`config.mk`:
```
export PLATFORM = sky130hd
export DESIGN_NAME = ssp_back
export DESIGN_NICKNAME = d
export VERILOG_FILES = /design/src/ssp_pkg.sv /design/src/ssp_back.sv
export SDC_FILE = /design/constraint.sdc
export NUM_CORES = 1
export LEC_CHECK = 0
export BUFFER_PORTS_ARGS = -buffer_cell sky130_fd_sc_hd__buf_2
export CAP_MARGIN = 40
export CORE_MARGIN = 3
export CORE_UTILIZATION = 40
export DETAILED_ROUTE_END_ITERATION = 16
export MAX_ROUTING_LAYER = met4
export PLACE_DENSITY = 0.63
export SYNTH_ARGS = -nofsm -noshare
export SYNTH_HDL_FRONTEND = slang
export SYNTH_SLANG_ARGS = --single-unit
```
`constraint.sdc`:
```
create_clock -name clk -period 2.79 [get_ports clk]
set_input_delay 0.4185 -clock clk [delete_from_list [all_inputs] [get_ports clk]]
set_output_delay 0.4185 -clock clk [all_outputs]
set_load 0.05 [all_outputs]
```
`src/ssp_pkg.sv`:
```
// Shared types and fixed widths for the sprite screen projection pipeline.
// No dependencies; every other file of the block but ssp_div refers to it by scoped names.
`default_nettype none

package ssp_pkg;

  // Fixed operand widths of the camera-space transform
  localparam int DET_W  = 33;  // signed determinant, Q4.28
  localparam int DEN_W  = 32;  // magnitude of any divisor
  localparam int Q_SHIFT = 22; // scale of nx, ny to Q16.16 after division
  localparam int NUM1_W = 54;  // magnitude of nx * 2^22

  // One input item
  typedef struct packed {
    logic [15:0]        sprite_pos_x;
    logic [15:0]        sprite_pos_y;
    logic [15:0]        viewer_pos_x;
    logic [15:0]        viewer_pos_y;
    logic signed [15:0] view_dir_x;
    logic signed [15:0] view_dir_y;
    logic signed [15:0] plane_x;
    logic signed [15:0] plane_y;
  } in_t;

  // One result item
  typedef struct packed {
    logic signed [31:0] camera_x;
    logic signed [31:0] depth;
    logic signed [15:0] center_column;
    logic [15:0]        sprite_size;
    logic [8:0]         top_row;
    logic [9:0]         bottom_row;
    logic [14:0]        left_column;
    logic signed [15:0] right_column;
    logic               invalid;
  } out_t;

  // Signs and flags riding along the transform divider
  typedef struct packed {
    logic neg_x;
    logic neg_y;
    logic det_zero;
  } sign1_t;

  // Operands of the transform divider
  typedef struct packed {
    logic [NUM1_W-1:0] num_x;
    logic [NUM1_W-1:0] num_y;
    logic [DEN_W-1:0]  den;
    sign1_t            tag;
  } front_t;

  // Camera-space values riding along the screen divider
  typedef struct packed {
    logic signed [31:0] tx;
    logic signed [31:0] ty;
    logic               bad;
    logic               neg_c;
  } mid_t;

endpackage

`default_nettype wire

```
`src/ssp_back.sv`:
```
// Back end: saturates center column and size, then clamps the drawing
// rectangle to the screen. Depends on ssp_pkg.
`default_nettype none

module ssp_back #(
  parameter int SCREEN_WIDTH  = 1024,
  parameter int SCREEN_HEIGHT = 768,
  parameter int NW2           = 43
) (
  input  wire logic           clk,
  input  wire logic           rst,
  input  wire logic           en,
  input  wire logic           quo_valid,
  input  wire logic [NW2-1:0] quo_c,
  input  wire logic [NW2-1:0] quo_s,
  input  wire ssp_pkg::mid_t  quo_tag,
  output logic                res_valid,
  output ssp_pkg::out_t       res
);

  localparam logic signed [17:0] HALF_H = 18'(SCREEN_HEIGHT / 2);
  localparam logic signed [17:0] SCR_H  = 18'(SCREEN_HEIGHT);
  localparam logic signed [17:0] SCR_W  = 18'(SCREEN_WIDTH);

  // Stage B1: saturate center and size
  logic signed [15:0] center_c;
  logic [15:0]        size_c;

  always_comb begin
    if (quo_tag.neg_c) begin
      center_c = (quo_c > NW2'(32768)) ? 16'sh8000 : -$signed(quo_c[15:0]);
    end else begin
      center_c = (quo_c > NW2'(32767)) ? 16'sh7fff : $signed(quo_c[15:0]);
    end
    size_c = (quo_s > NW2'(65535)) ? 16'hffff : quo_s[15:0];
  end

  logic               b1_v;
  logic signed [15:0] b1_center;
  logic [15:0]        b1_size;
  ssp_pkg::mid_t      b1_tag;

  always_ff @(posedge clk) begin
    if (rst) begin
      b1_v <= 1'b0;
    end else if (en) begin
      b1_v <= quo_valid;
    end
  end

  always_ff @(posedge clk) begin
    if (en) begin
      b1_center <= quo_tag.bad ? '0 : center_c;
      b1_size   <= quo_tag.bad ? '0 : size_c;
      b1_tag    <= quo_tag;
    end
  end

  // Stage B2: rectangle and clamps
  logic signed [17:0] half, cen, top_s, bot_s, left_s, right_s;
  logic signed [17:0] top_k, bot_k, left_k, right_k;

  always_comb begin
    half    = $signed({3'b000, b1_size[15:1]});
    cen     = 18'(b1_center);
    top_s   = HALF_H - half;
    bot_s   = HALF_H + half;
    left_s  = cen - half;
    right_s = cen + half;
    top_k   = top_s[17] ? '0 : top_s;
    bot_k   = (bot_s >= SCR_H) ? SCR_H - 18'sd1 : bot_s;
    if (left_s[17]) begin
      left_k = '0;
    end else if (left_s > 18'sd32767) begin
      left_k = 18'sd32767;
    end else begin
      left_k = left_s;
    end
    right_k = (right_s >= SCR_W) ? SCR_W - 18'sd1 : right_s;
  end

  always_ff @(posedge clk) begin
    if (rst) begin
      res_valid <= 1'b0;
    end else if (en) begin
      res_valid <= b1_v;
    end
  end

  always_ff @(posedge clk) begin
    if (en) begin
      res.camera_x      <= b1_tag.tx;
      res.depth         <= b1_tag.ty;
      res.center_column <= b1_center;
      res.sprite_size   <= b1_size;
      res.top_row       <= b1_tag.bad ? '0 : 9'(top_k);
      res.bottom_row    <= b1_tag.bad ? '0 : 10'(bot_k);
      res.left_column   <= b1_tag.bad ? '0 : 15'(left_k);
      res.right_column  <= b1_tag.bad ? '0 : 16'(right_k);
      res.invalid       <= b1_tag.bad;
    end
  end

endmodule

`default_nettype wire

```
==> PnR_summary.wiki <==
{| class="wikitable"
! Metric !! Value
|-
| Proportion of synthesized flip-flops having asynchronous set or reset || 0%
|-
| Endpoints failing setup || 10
|-
| Sequential cell area fraction in the yosys report || 69.9%
|-
| Number of DRC violations after detailed-routing iteration 0 || 561
|-
| Pre-CTS setup slack || -394 ps
|-
| Final Worst Setup Slack || -150 ps
|-
| Worst supply voltage drop on vdd || 0.000474 V
|-
| Total number of yosys warnings || 0
|-
| Worst relative slew slack || 54.3%
|-
| Number of sinks driven by the clock tree || 246
|-
| Pin count of the biggest net entering global routing || 89
|-
| Core area || 25,500 µm²
|-
| Category of the worst setup path capture point || register
|-
| Detailed Routing Iterations Pass 1 || 5
|-
| Crit-path max FO || 10
|-
| Clock tree skew after final layout || 9.59 ps
|-
| Highest attainable clock frequency || 340 MHz
|-
| Port buffer count || 303
|-
| Number of violations of the max-capacitance limit || 0
|-
| Number of synthesized flops with an enable pin || 244
|-
| Worst-skew pair later-pin latency || 530 ps
|-
| Final Critical Period || 2940 ps
|-
| Number of synthesized register bits || 246
|-
| Overall overflow remaining after global route || 0
|-
| Routed vias || 7,731
|-
| Sum of net half-perimeters after detailed placement || 21,100 µm
|-
| Layout cells sized above 1 || 41.2%
|-
| Post-Syn Area || 10,500 µm²
|-
| Critical path launch point type || register
|-
| Die area || 28,300 µm²
|-
| Initial cell density of the core || 41.3%
|-
| Total Routed Length || 27,500 µm
|-
| Arrival time of data at the critical path endpoint || 3210 ps
|-
| Fill cells || 2,231
|-
| Total Power || 9560 µW
|-
| DR vias/cell || 5.10
|-
| Final Hold Fails || 0
|-
| Antenna violations before repair || 1
|-
| RSZ-0062 raised after global routing || true
|-
| Status || finished with violations
|-
| Remaining antenna violation count || 0
|-
| Cell row count || 58
|-
| Class of the most critical hold timing path || in2reg
|-
| Combined global-route utilization of all metal layers || 19.3%
|-
| Final TNS setup || -1400 ps
|-
| Total nets after synthesis || 949
|-
| Share of the cycle needed by the critical path after routing || 105%
|-
| Total number of nets in the final design || 1,362
|-
| Power Dens Cells || 676 nW/µm²
|-
| Worst endpoint required time || 3060 ps
|-
| Final weighted congestion of routability-driven global placement || 0.915
|-
| Mean Syn Cell Area || 14.0 µm²
|-
| Clock root buffer master || clkbuf_16
|-
| # DRC || 0
|-
| Top flip-flop cell by instance count after synthesis || edfxtp_1
|-
| Number of buffers created by CTS || 25
|-
| Maximum root-to-sink buffer count || 3
|-
| Cell variety after synth || 67
|-
| Relative area change from synthesis to final layout || 34.1%
|-
| Worst Max-Slew Pin Slew || 684 ps
|-
| X dimension of the die || 168 µm
|-
| Static power due to leakage || 0.00579 µW
|-
| CTS tree || built
|-
| Failing checks || setup timing
|-
| Global-route wire length before repair || 42,200 µm
|-
| Reg clk slew, reported paths || 60 ps
|-
| Number of I/O pins || 304
|-
| Routed wire per std cell || 18.1 µm
|-
| DIE HEIGHT || 168 µm
|-
| Via count of the first global-routing pass || 7,698
|-
| Number of cells produced by synthesis || 755
|-
| Slew Limit Fails || 0
|-
| Crit Path Class || reg2reg
|-
| H-tree levels || 1
|}
==> metal layers <==
layer / vias up / wire length, µm / track usage [%] / share of wire, %
met1: 3632 / 12000 / 26.3 / 44
met3: 55 / 1900 / 2.70 / 6.9
li1: 3706 / - / - / -
met4: 0 / 720 / 5.98 / 2.6
met2: 338 / 12900 / 30.3 / 47
met5: - / 0 / - / 0
==> cell usage in the layout, fill, tap and decap left out, types with 8 or more instances in the layout <==
cell type  instances
ha_1              35
xor2_1            10
xnor2_1           17
nor4_1            22
nand3_1           10
o22ai_1           14
a21oi_1           43
a31oi_1            9
nand4_1           10
o21ai_0            8
nand2b_1          11
buf_4            105
edfxtp_1         244
clkbuf_16         25
inv_1             28
nand2_1           29
nor3_1            37
nor2_1            83
buf_2            302
==> cells in the mapped netlist (11+ instances only) <==
master | instances | area [µm²]
clkbuf_1 | 16 | 60.1
nor2_1 | 85 | 319
edfxtp_1 | 244 | 7330
nand2b_1 | 11 | 68.8
a21oi_1 | 44 | 220
o22ai_1 | 14 | 87.6
nor3_1 | 38 | 190
xnor2_1 | 17 | 149
ha_1 | 36 | 450
nor4_1 | 24 | 150
inv_1 | 29 | 109
nand2_1 | 29 | 109
==> power by group <==
group | switching [µW] | leakage (µW) | internal, µW
Clock | 1350 | 0.000375 | 1750
Sequential | 98.8 | 0.00243 | 4390
Combinational | 1290 | 0.00299 | 688
==> final cells by class <==
class	instances	area (µm²)	area share (%)
sequential	246	7370	52.1
multi-input combinational	449	3060	21.6
timing repair buffer	414	2420	17.1
clock buffer	29	641	4.53
tap	330	413	2.92
clock inverter	16	124	0.876
inverter	32	120	0.849
antenna	1	2.50	0.0177
==> worst paths after layout <==
path | startpoint | to | slack [ps] | cells past startpoint
worst max-delay path | b1_size[1] | res[6] | -150 | 11
worst min-delay path | quo_tag[37] | b1_tag[37] | 60 | 1
worst max register to register | b1_size[1] | res[6] | -150 | 11
worst min register to register | b1_tag[27] | res[108] | 420 | 0
==> sequential cells by signal (all words and copies together), names as in the netlist <==
register   count
res_valid      1
b1_v           1
b1_tag        65
b1_size       16
res          147
b1_center     16
==> cell families (layout without fill, tap and decap cells) <==
logic type / Yosys count / count (layout) / synth area share [%]
xor+xnor: 27 / 27 / 2.24
fa+ha+maj: 38 / 38 / 4.65
mux: 2 / 2 / 0.190
other cells: 0 / 1 / 0
flops: 246 / 246 / 69.9
simple gates: 246 / 246 / 11.9
buf+inv: 60 / 491 / 2.40
compound gates: 136 / 136 / 8.71
==> critical path, stage by stage (launching register included) <==
cell	delay, ps
edfxtp_1	390
ha_2	220
fa_2	340
nor2b_4	130
o211ai_1	340
buf_4	190
a211oi_2	80
o21a_1	230
a311oi_2	250
nor4b_4	240
buf_6	180
o22ai_1	90
==> what timing repair did <==
item / in CTS / in global routing
gates resized for setup: 9 / 12
buffers inserted: 3 / 2
endpoints found under the setup margin: 25 / 31
hold buffers: 0 / 0
pin swaps: 8 / 4
==> per-stage QoR <==
| stage | cell area [µm²] | util, % | instances | hold slack (ps) |
|---|---|---|---|---|
| detailed placement | 13200 | 51.8 | 1466 | 405 |
| CTS | 14000 | 55.0 | 1514 | 34.7 |
| floorplan | 10600 | - | 755 | 400 |
| global placement | 13200 | 51.8 | 1466 | 400 |
| global route | 14100 | 55.4 | 1517 | 37.3 |
| finish | 14100 | 55.4 | 1517 | 61.6 |
Power figures use the tool's default switching activity.
