### config.mk
export PLATFORM = sky130hd
export DESIGN_NAME = ssp_mid
export DESIGN_NICKNAME = d
export VERILOG_FILES = /design/src/ssp_pkg.sv /design/src/ssp_mid.sv
export SDC_FILE = /design/constraint.sdc
export NUM_CORES = 1
export LEC_CHECK = 0
export BUFFER_PORTS_ARGS = -buffer_cell sky130_fd_sc_hd__buf_2
export CAP_MARGIN = 20
export CORE_UTILIZATION = 54
export DETAILED_ROUTE_END_ITERATION = 6
export HOLD_SLACK_MARGIN = 0.12
export PLACE_DENSITY = 0.78
export SKIP_LAST_GASP = 1
export SYNTH_ARGS = -nofsm -noshare
export SYNTH_HDL_FRONTEND = slang
export SYNTH_SLANG_ARGS = --single-unit
### constraint.sdc
create_clock -name clk -period 5.8 [get_ports clk]
set_clock_uncertainty 0.05 [all_clocks]
set_input_delay 0.58 -clock clk [delete_from_list [all_inputs] [get_ports clk]]
set_output_delay 0.58 -clock clk [all_outputs]
set_load 0.02 [all_outputs]
### src/ssp_pkg.sv
// Shared types and fixed widths for the sprite screen projection pipeline.
// No dependencies; every other file of the block but ssp_div refers to it by scoped names.
`default_nettype none

package ssp_pkg;

  // Fixed operand widths of the camera-space transform
  localparam int DET_W  = 33;  // signed determinant, Q4.28
  localparam int DEN_W  = 32;  // magnitude of any divisor
  localparam int Q_SHIFT = 22; // scale of nx, ny to Q16.16 after division
  localparam int NUM1_W = 54;  // magnitude of nx * 2^22

  // One input item
  typedef struct packed {
    logic [15:0]        sprite_pos_x;
    logic [15:0]        sprite_pos_y;
    logic [15:0]        viewer_pos_x;
    logic [15:0]        viewer_pos_y;
    logic signed [15:0] view_dir_x;
    logic signed [15:0] view_dir_y;
    logic signed [15:0] plane_x;
    logic signed [15:0] plane_y;
  } in_t;

  // One result item
  typedef struct packed {
    logic signed [31:0] camera_x;
    logic signed [31:0] depth;
    logic signed [15:0] center_column;
    logic [15:0]        sprite_size;
    logic [8:0]         top_row;
    logic [9:0]         bottom_row;
    logic [14:0]        left_column;
    logic signed [15:0] right_column;
    logic               invalid;
  } out_t;

  // Signs and flags riding along the transform divider
  typedef struct packed {
    logic neg_x;
    logic neg_y;
    logic det_zero;
  } sign1_t;

  // Operands of the transform divider
  typedef struct packed {
    logic [NUM1_W-1:0] num_x;
    logic [NUM1_W-1:0] num_y;
    logic [DEN_W-1:0]  den;
    sign1_t            tag;
  } front_t;

  // Camera-space values riding along the screen divider
  typedef struct packed {
    logic signed [31:0] tx;
    logic signed [31:0] ty;
    logic               bad;
    logic               neg_c;
  } mid_t;

endpackage

`default_nettype wire

### src/ssp_mid.sv
// Middle section: saturates camera-space values to Q16.16 and builds the
// operands for the screen divider (center and size). Depends on ssp_pkg.
`default_nettype none

module ssp_mid #(
  parameter int SCREEN_WIDTH  = 1024,
  parameter int SCREEN_HEIGHT = 768,
  parameter int NW2           = 43
) (
  input  wire logic                          clk,
  input  wire logic                          rst,
  input  wire logic                          en,
  input  wire logic                          quo_valid,
  input  wire logic [ssp_pkg::NUM1_W-1:0]    quo_x,
  input  wire logic [ssp_pkg::NUM1_W-1:0]    quo_y,
  input  wire ssp_pkg::sign1_t               quo_tag,
  output logic                               op_valid,
  output logic [NW2-1:0]                     num_c,
  output logic [NW2-1:0]                     num_s,
  output logic [ssp_pkg::DEN_W-1:0]          den,
  output ssp_pkg::mid_t                      tag
);

  localparam int HW_W = $clog2(SCREEN_WIDTH / 2 + 1);
  localparam logic [HW_W-1:0] HALF_WIDTH = HW_W'(SCREEN_WIDTH / 2);
  localparam logic [NW2-1:0]  SIZE_NUM   = NW2'(SCREEN_HEIGHT * 65536);
  localparam logic [ssp_pkg::NUM1_W-1:0] SAT_NEG =
    {{(ssp_pkg::NUM1_W-32){1'b0}}, 32'h8000_0000};
  localparam logic [ssp_pkg::NUM1_W-1:0] SAT_POS =
    {{(ssp_pkg::NUM1_W-32){1'b0}}, 32'h7fff_ffff};

  // Truncated quotient magnitude and sign to saturated Q16.16
  function automatic logic signed [31:0] sat_q16(input logic [ssp_pkg::NUM1_W-1:0] mag,
                                                input logic neg);
    logic signed [31:0] res;
    if (neg) begin
      res = (mag > SAT_NEG) ? 32'sh8000_0000 : -$signed(mag[31:0]);
    end else begin
      res = (mag > SAT_POS) ? 32'sh7fff_ffff : $signed(mag[31:0]);
    end
    return res;
  endfunction

  // Stage M1: saturate
  logic               m1_v;
  logic signed [31:0] m1_tx, m1_ty;
  logic               m1_det0;

  always_ff @(posedge clk) begin
    if (rst) begin
      m1_v <= 1'b0;
    end else if (en) begin
      m1_v <= quo_valid;
    end
  end

  always_ff @(posedge clk) begin
    if (en) begin
      m1_tx   <= quo_tag.det_zero ? '0 : sat_q16(quo_x, quo_tag.neg_x);
      m1_ty   <= quo_tag.det_zero ? '0 : sat_q16(quo_y, quo_tag.neg_y);
      m1_det0 <= quo_tag.det_zero;
    end
  end

  // Stage M2: invalid flag, sum magnitude, depth magnitude
  logic signed [32:0] sum, sum_neg;
  logic signed [31:0] ty_neg;

  always_comb begin
    sum     = 33'(m1_tx) + 33'(m1_ty);
    sum_neg = -sum;
    ty_neg  = -m1_ty;
  end

  logic               m2_v;
  logic signed [31:0] m2_tx, m2_ty;
  logic               m2_bad, m2_neg_c;
  logic [32:0]        m2_sum_mag;
  logic [31:0]        m2_ty_mag;

  always_ff @(posedge clk) begin
    if (rst) begin
      m2_v <= 1'b0;
    end else if (en) begin
      m2_v <= m1_v;
    end
  end

  always_ff @(posedge clk) begin
    if (en) begin
      m2_tx      <= m1_tx;
      m2_ty      <= m1_ty;
      m2_bad     <= m1_det0 | (m1_ty == '0);
      m2_neg_c   <= sum[32] ^ m1_ty[31];
      m2_sum_mag <= sum[32] ? sum_neg : sum;
      m2_ty_mag  <= m1_ty[31] ? ty_neg : m1_ty;
    end
  end

  // Stage M3: scale the center numerator by half the screen width
  always_ff @(posedge clk) begin
    if (rst) begin
      op_valid <= 1'b0;
    end else if (en) begin
      op_valid <= m2_v;
    end
  end

  always_ff @(posedge clk) begin
    if (en) begin
      num_c     <= NW2'(m2_sum_mag * HALF_WIDTH);
      den       <= m2_ty_mag;
      tag.tx    <= m2_tx;
      tag.ty    <= m2_ty;
      tag.bad   <= m2_bad;
      tag.neg_c <= m2_neg_c;
    end
  end

  assign num_s = SIZE_NUM;

endmodule

`default_nettype wire

==> results.toml <==
[job]
maxCapViolations = 0

[sta]
worst_slew_pin_slew_ps = 1114
rsz0062_at_grt = "false"
setup_tns_ps = 0
hold_viol_final = 0
setup_violations = 0
finalCriticalPeriod_ps = 4495
max_freq_mhz = 222.5
maxSlewHeadroom_pct = 25.25
drv_slew = 0
min_period_over_period_pct = 77.49

[placed_design]
dpl.cell_count = 1890
dpl.hpwl_mm = 27.33
io_buffers = 246
place.gp.congestion = 0.9523

[power]
seq_power_share_pct = 49.9
switching_share_pct = 27.23
power_leakage_nw = 6.691
p_switching_w = 0.001683
cellPowerDensity_mw_per_mm2 = 338.6
pwr-share-clk_pct = 32.3
p_int_w = 0.004496
vdd_drop_max_mv = 0.2111
pwr-share-comb_pct = 17.8

[routing]
viasPerCell = 5.824
antenna_left = 0
wl_per_cell_um = 19.15
drt_iter0_drc = 994
drcViolationCount = 0
totalWireLength_mm = 37.27
vias = 11330
firstDrtPassIters = 5

[floorplan]
io_pins = 300
initial_core_util_pct = 55.09
die_area_mm2 = 0.03005
die_w_um = 173.4
die_y_um = 173.4
core_mm2 = 0.02878
rows = 62

[setup_path]
rr_endpoint = "m2_sum_mag[28]$_DFFE_PP_"
path_class = "flip-flop to flip-flop"
critPathArrivalTime_ps = 4720
crit_required_ps = 6030
ff2ff_setup_slack_ps = 1310
reg2regPathDepth = 11
startpoint_type = "flip-flop"
reg2reg_from = "m1_ty[8]$_SDFFCE_PP0P_"
end_kind = "flip-flop"
worstPathMaxFanout = 9
crit_path_start = "m1_ty[8]$_SDFFCE_PP0P_"

[min_path]
holdPathStages = 2
hp-class = "input port to flip-flop"
hold_start = "rst"
hold_end = "op_valid$_SDFFE_PP0P_"

[clock_tree]
cts_num_sinks = 328
ctsLongestPathBuffers = 3
post_cts_buffers = 0
hold_buffers = 0
cts_max_level = 1
cts_tree = "done"
clk_latency_ps = 550
cts-root-buf = "clkbuf_16"
cts_made_buffers = 31
clkTransAtPathRegs_ps = 60
cts_resized = 0

[finish]
final_cell_count_no_fill = 1946
final_nets = 1691
antennaDiodeCount = 0
register_area_mm2 = 0.009819
nFillCells = 2231
layout-drive-gt1-share_pct = 20.42
multi_input_area_mm2 = 0.005545
area_growth_pct = 15.09

[logic_synthesis]
synthesis.area_mm2 = 0.01586
synth-seq-cells = 328
ys_warn_count = 0
synth.distinct_cells = 66
async_flop_share_pct = 0
synth-edff-count = 325
ys.flop_type = "edfxtp_1"
postSynthAreaPerCell_um2 = 12.14
netlist_instances = 1306
synth-seq-area-share_pct = 61.93

[status]
status = "finished, final reports clean"

[grt]
grt_max_degree = 139
grt_usage_pct = 24.13
grt_pass1_wl_mm = 56.68
grt_pass1_vias = 10300
grt.overflow.total = 0
antenna_found_initial = 0
state kept, by name, summed over array words and instances (netlist names):
register    flops
m1_tx          32
m2_bad          1
m2_ty_mag      31
m2_tx          32
op_valid        1
m2_sum_mag     33
den            32
m2_neg_c        1
m1_ty          32
num_c          33
tag            65
m2_ty          32
m2_v            1
m1_det0         1
m1_v            1
area by class of cell:
class	count	area share [%]
tap	384	2.633
clock buffer	39	4.416
multi-input combinational	900	30.39
clock inverter	17	1.097
timing repair buffer	252	7.117
sequential	328	53.81
inverter	26	0.5348
per-layer routing:
metal	part of all wire [%]	GRT usage [%]	vias to the layer above	routed length (µm)
met1	42	33.67	5324	15830
met2	48	39.94	583	17750
met5	0	0	-	0
met3	7.5	3.092	61	2783
met4	2.4	6.711	0	900
li1	-	-	5366	-
per-stage QoR:
step / total power [W] / setup slack [ps] / hold slack [ps] / utilization [%] / instance area (µm²)
final: 0.006178 / 1305 / 167.5 / 63.40 / 18250
after global routing: 0.006414 / 1043 / 154.9 / 63.40 / 18250
after CTS: 0.006209 / 1443 / 150.3 / 63.40 / 18250
after detailed placement: 0.004217 / 1043 / 354.5 / 59.91 / 17240
after global placement: 0.004185 / 1080 / 351.7 / 59.91 / 17240
after floorplan: 0.003828 / 2113 / 350.3 / - / 16050
cell usage in the layout (no fill, tap or decap), types with 7 or more instances in the layout:
master     count
and3_1         8
nand4_1       11
xnor2_1       62
a31oi_1       24
nor4_1        19
a21oi_1       64
conb_1        53
clkbuf_16     31
nand2_1       92
nor2_1       125
o21ai_0       64
a211oi_1      30
buf_2        245
o21a_1        11
or4_1         11
nand4b_1       7
o41ai_1       10
nand3_1       20
nand2b_1      11
a21o_1        12
a31o_2         7
xor2_1        20
clkbuf_1       8
a311oi_1      16
o211ai_1       8
o22ai_1        7
o31ai_1       15
inv_1         26
edfxtp_1     325
nor3_1        52
ha_1          36
nor3b_1       16
or3_1         24
cell families after synthesis:
family,after synthesis,share of synthesized area [%]
simple gates,433,14.05
other cells,2,0.04737
buf+inv,129,4.340
fa+ha+maj,37,2.967
flops,328,61.93
xor+xnor,82,4.530
compound gates,292,11.95
mux,3,0.1894
worst max-delay path, cell delays in order (launching register included):
cell,delay (ps)
edfxtp_1,570
ha_1,530
nand2_1,140
o21ai_0,450
nand3_1,170
o211a_1,190
xnor2_1,210
nor4_1,780
nand4_1,310
or3_1,420
o31ai_1,290
xnor2_1,120
cells in the mapped netlist, types with 24 or more instances:
master / number / share of area [%]
buf_4: 54 / 2.6
a21oi_1: 64 / 2.0
edfxtp_1: 325 / 62
clkbuf_1: 47 / 1.1
xnor2_1: 62 / 3.4
o21ai_0: 64 / 2.0
inv_1: 26 / 0.62
nand2_1: 92 / 2.2
a211oi_1: 30 / 1.4
a31oi_1: 24 / 0.95
nor3_1: 52 / 1.6
ha_1: 36 / 2.8
or3_1: 24 / 0.95
nor2_1: 125 / 3.0
how the worst max path moves through the flow:
stage	end	slack, ps	cells past startpoint
after detailed placement	m1_ty[4]$_SDFFCE_PP0P_	1040	10
after global routing	m2_sum_mag[28]$_DFFE_PP_	1040	11
after global placement	m1_ty[4]$_SDFFCE_PP0P_	1080	10
after CTS	m2_sum_mag[28]$_DFFE_PP_	1440	11
after floorplan	m1_ty[31]$_SDFFCE_PP0P_	2110	10
final	m2_sum_mag[28]$_DFFE_PP_	1310	11
power by group through the flow:
stage | combinational (W) | clock (W) | sequential [W]
after floorplan | 0.000644 | 0 | 0.00318
after global placement | 0.00106 | 0 | 0.00312
after detailed placement | 0.00108 | 0 | 0.00313
after CTS | 0.00109 | 0.00203 | 0.00309
after global routing | 0.00119 | 0.00212 | 0.00310
final | 0.00110 | 0.00200 | 0.00308
(Power assumes the default switching activity.)
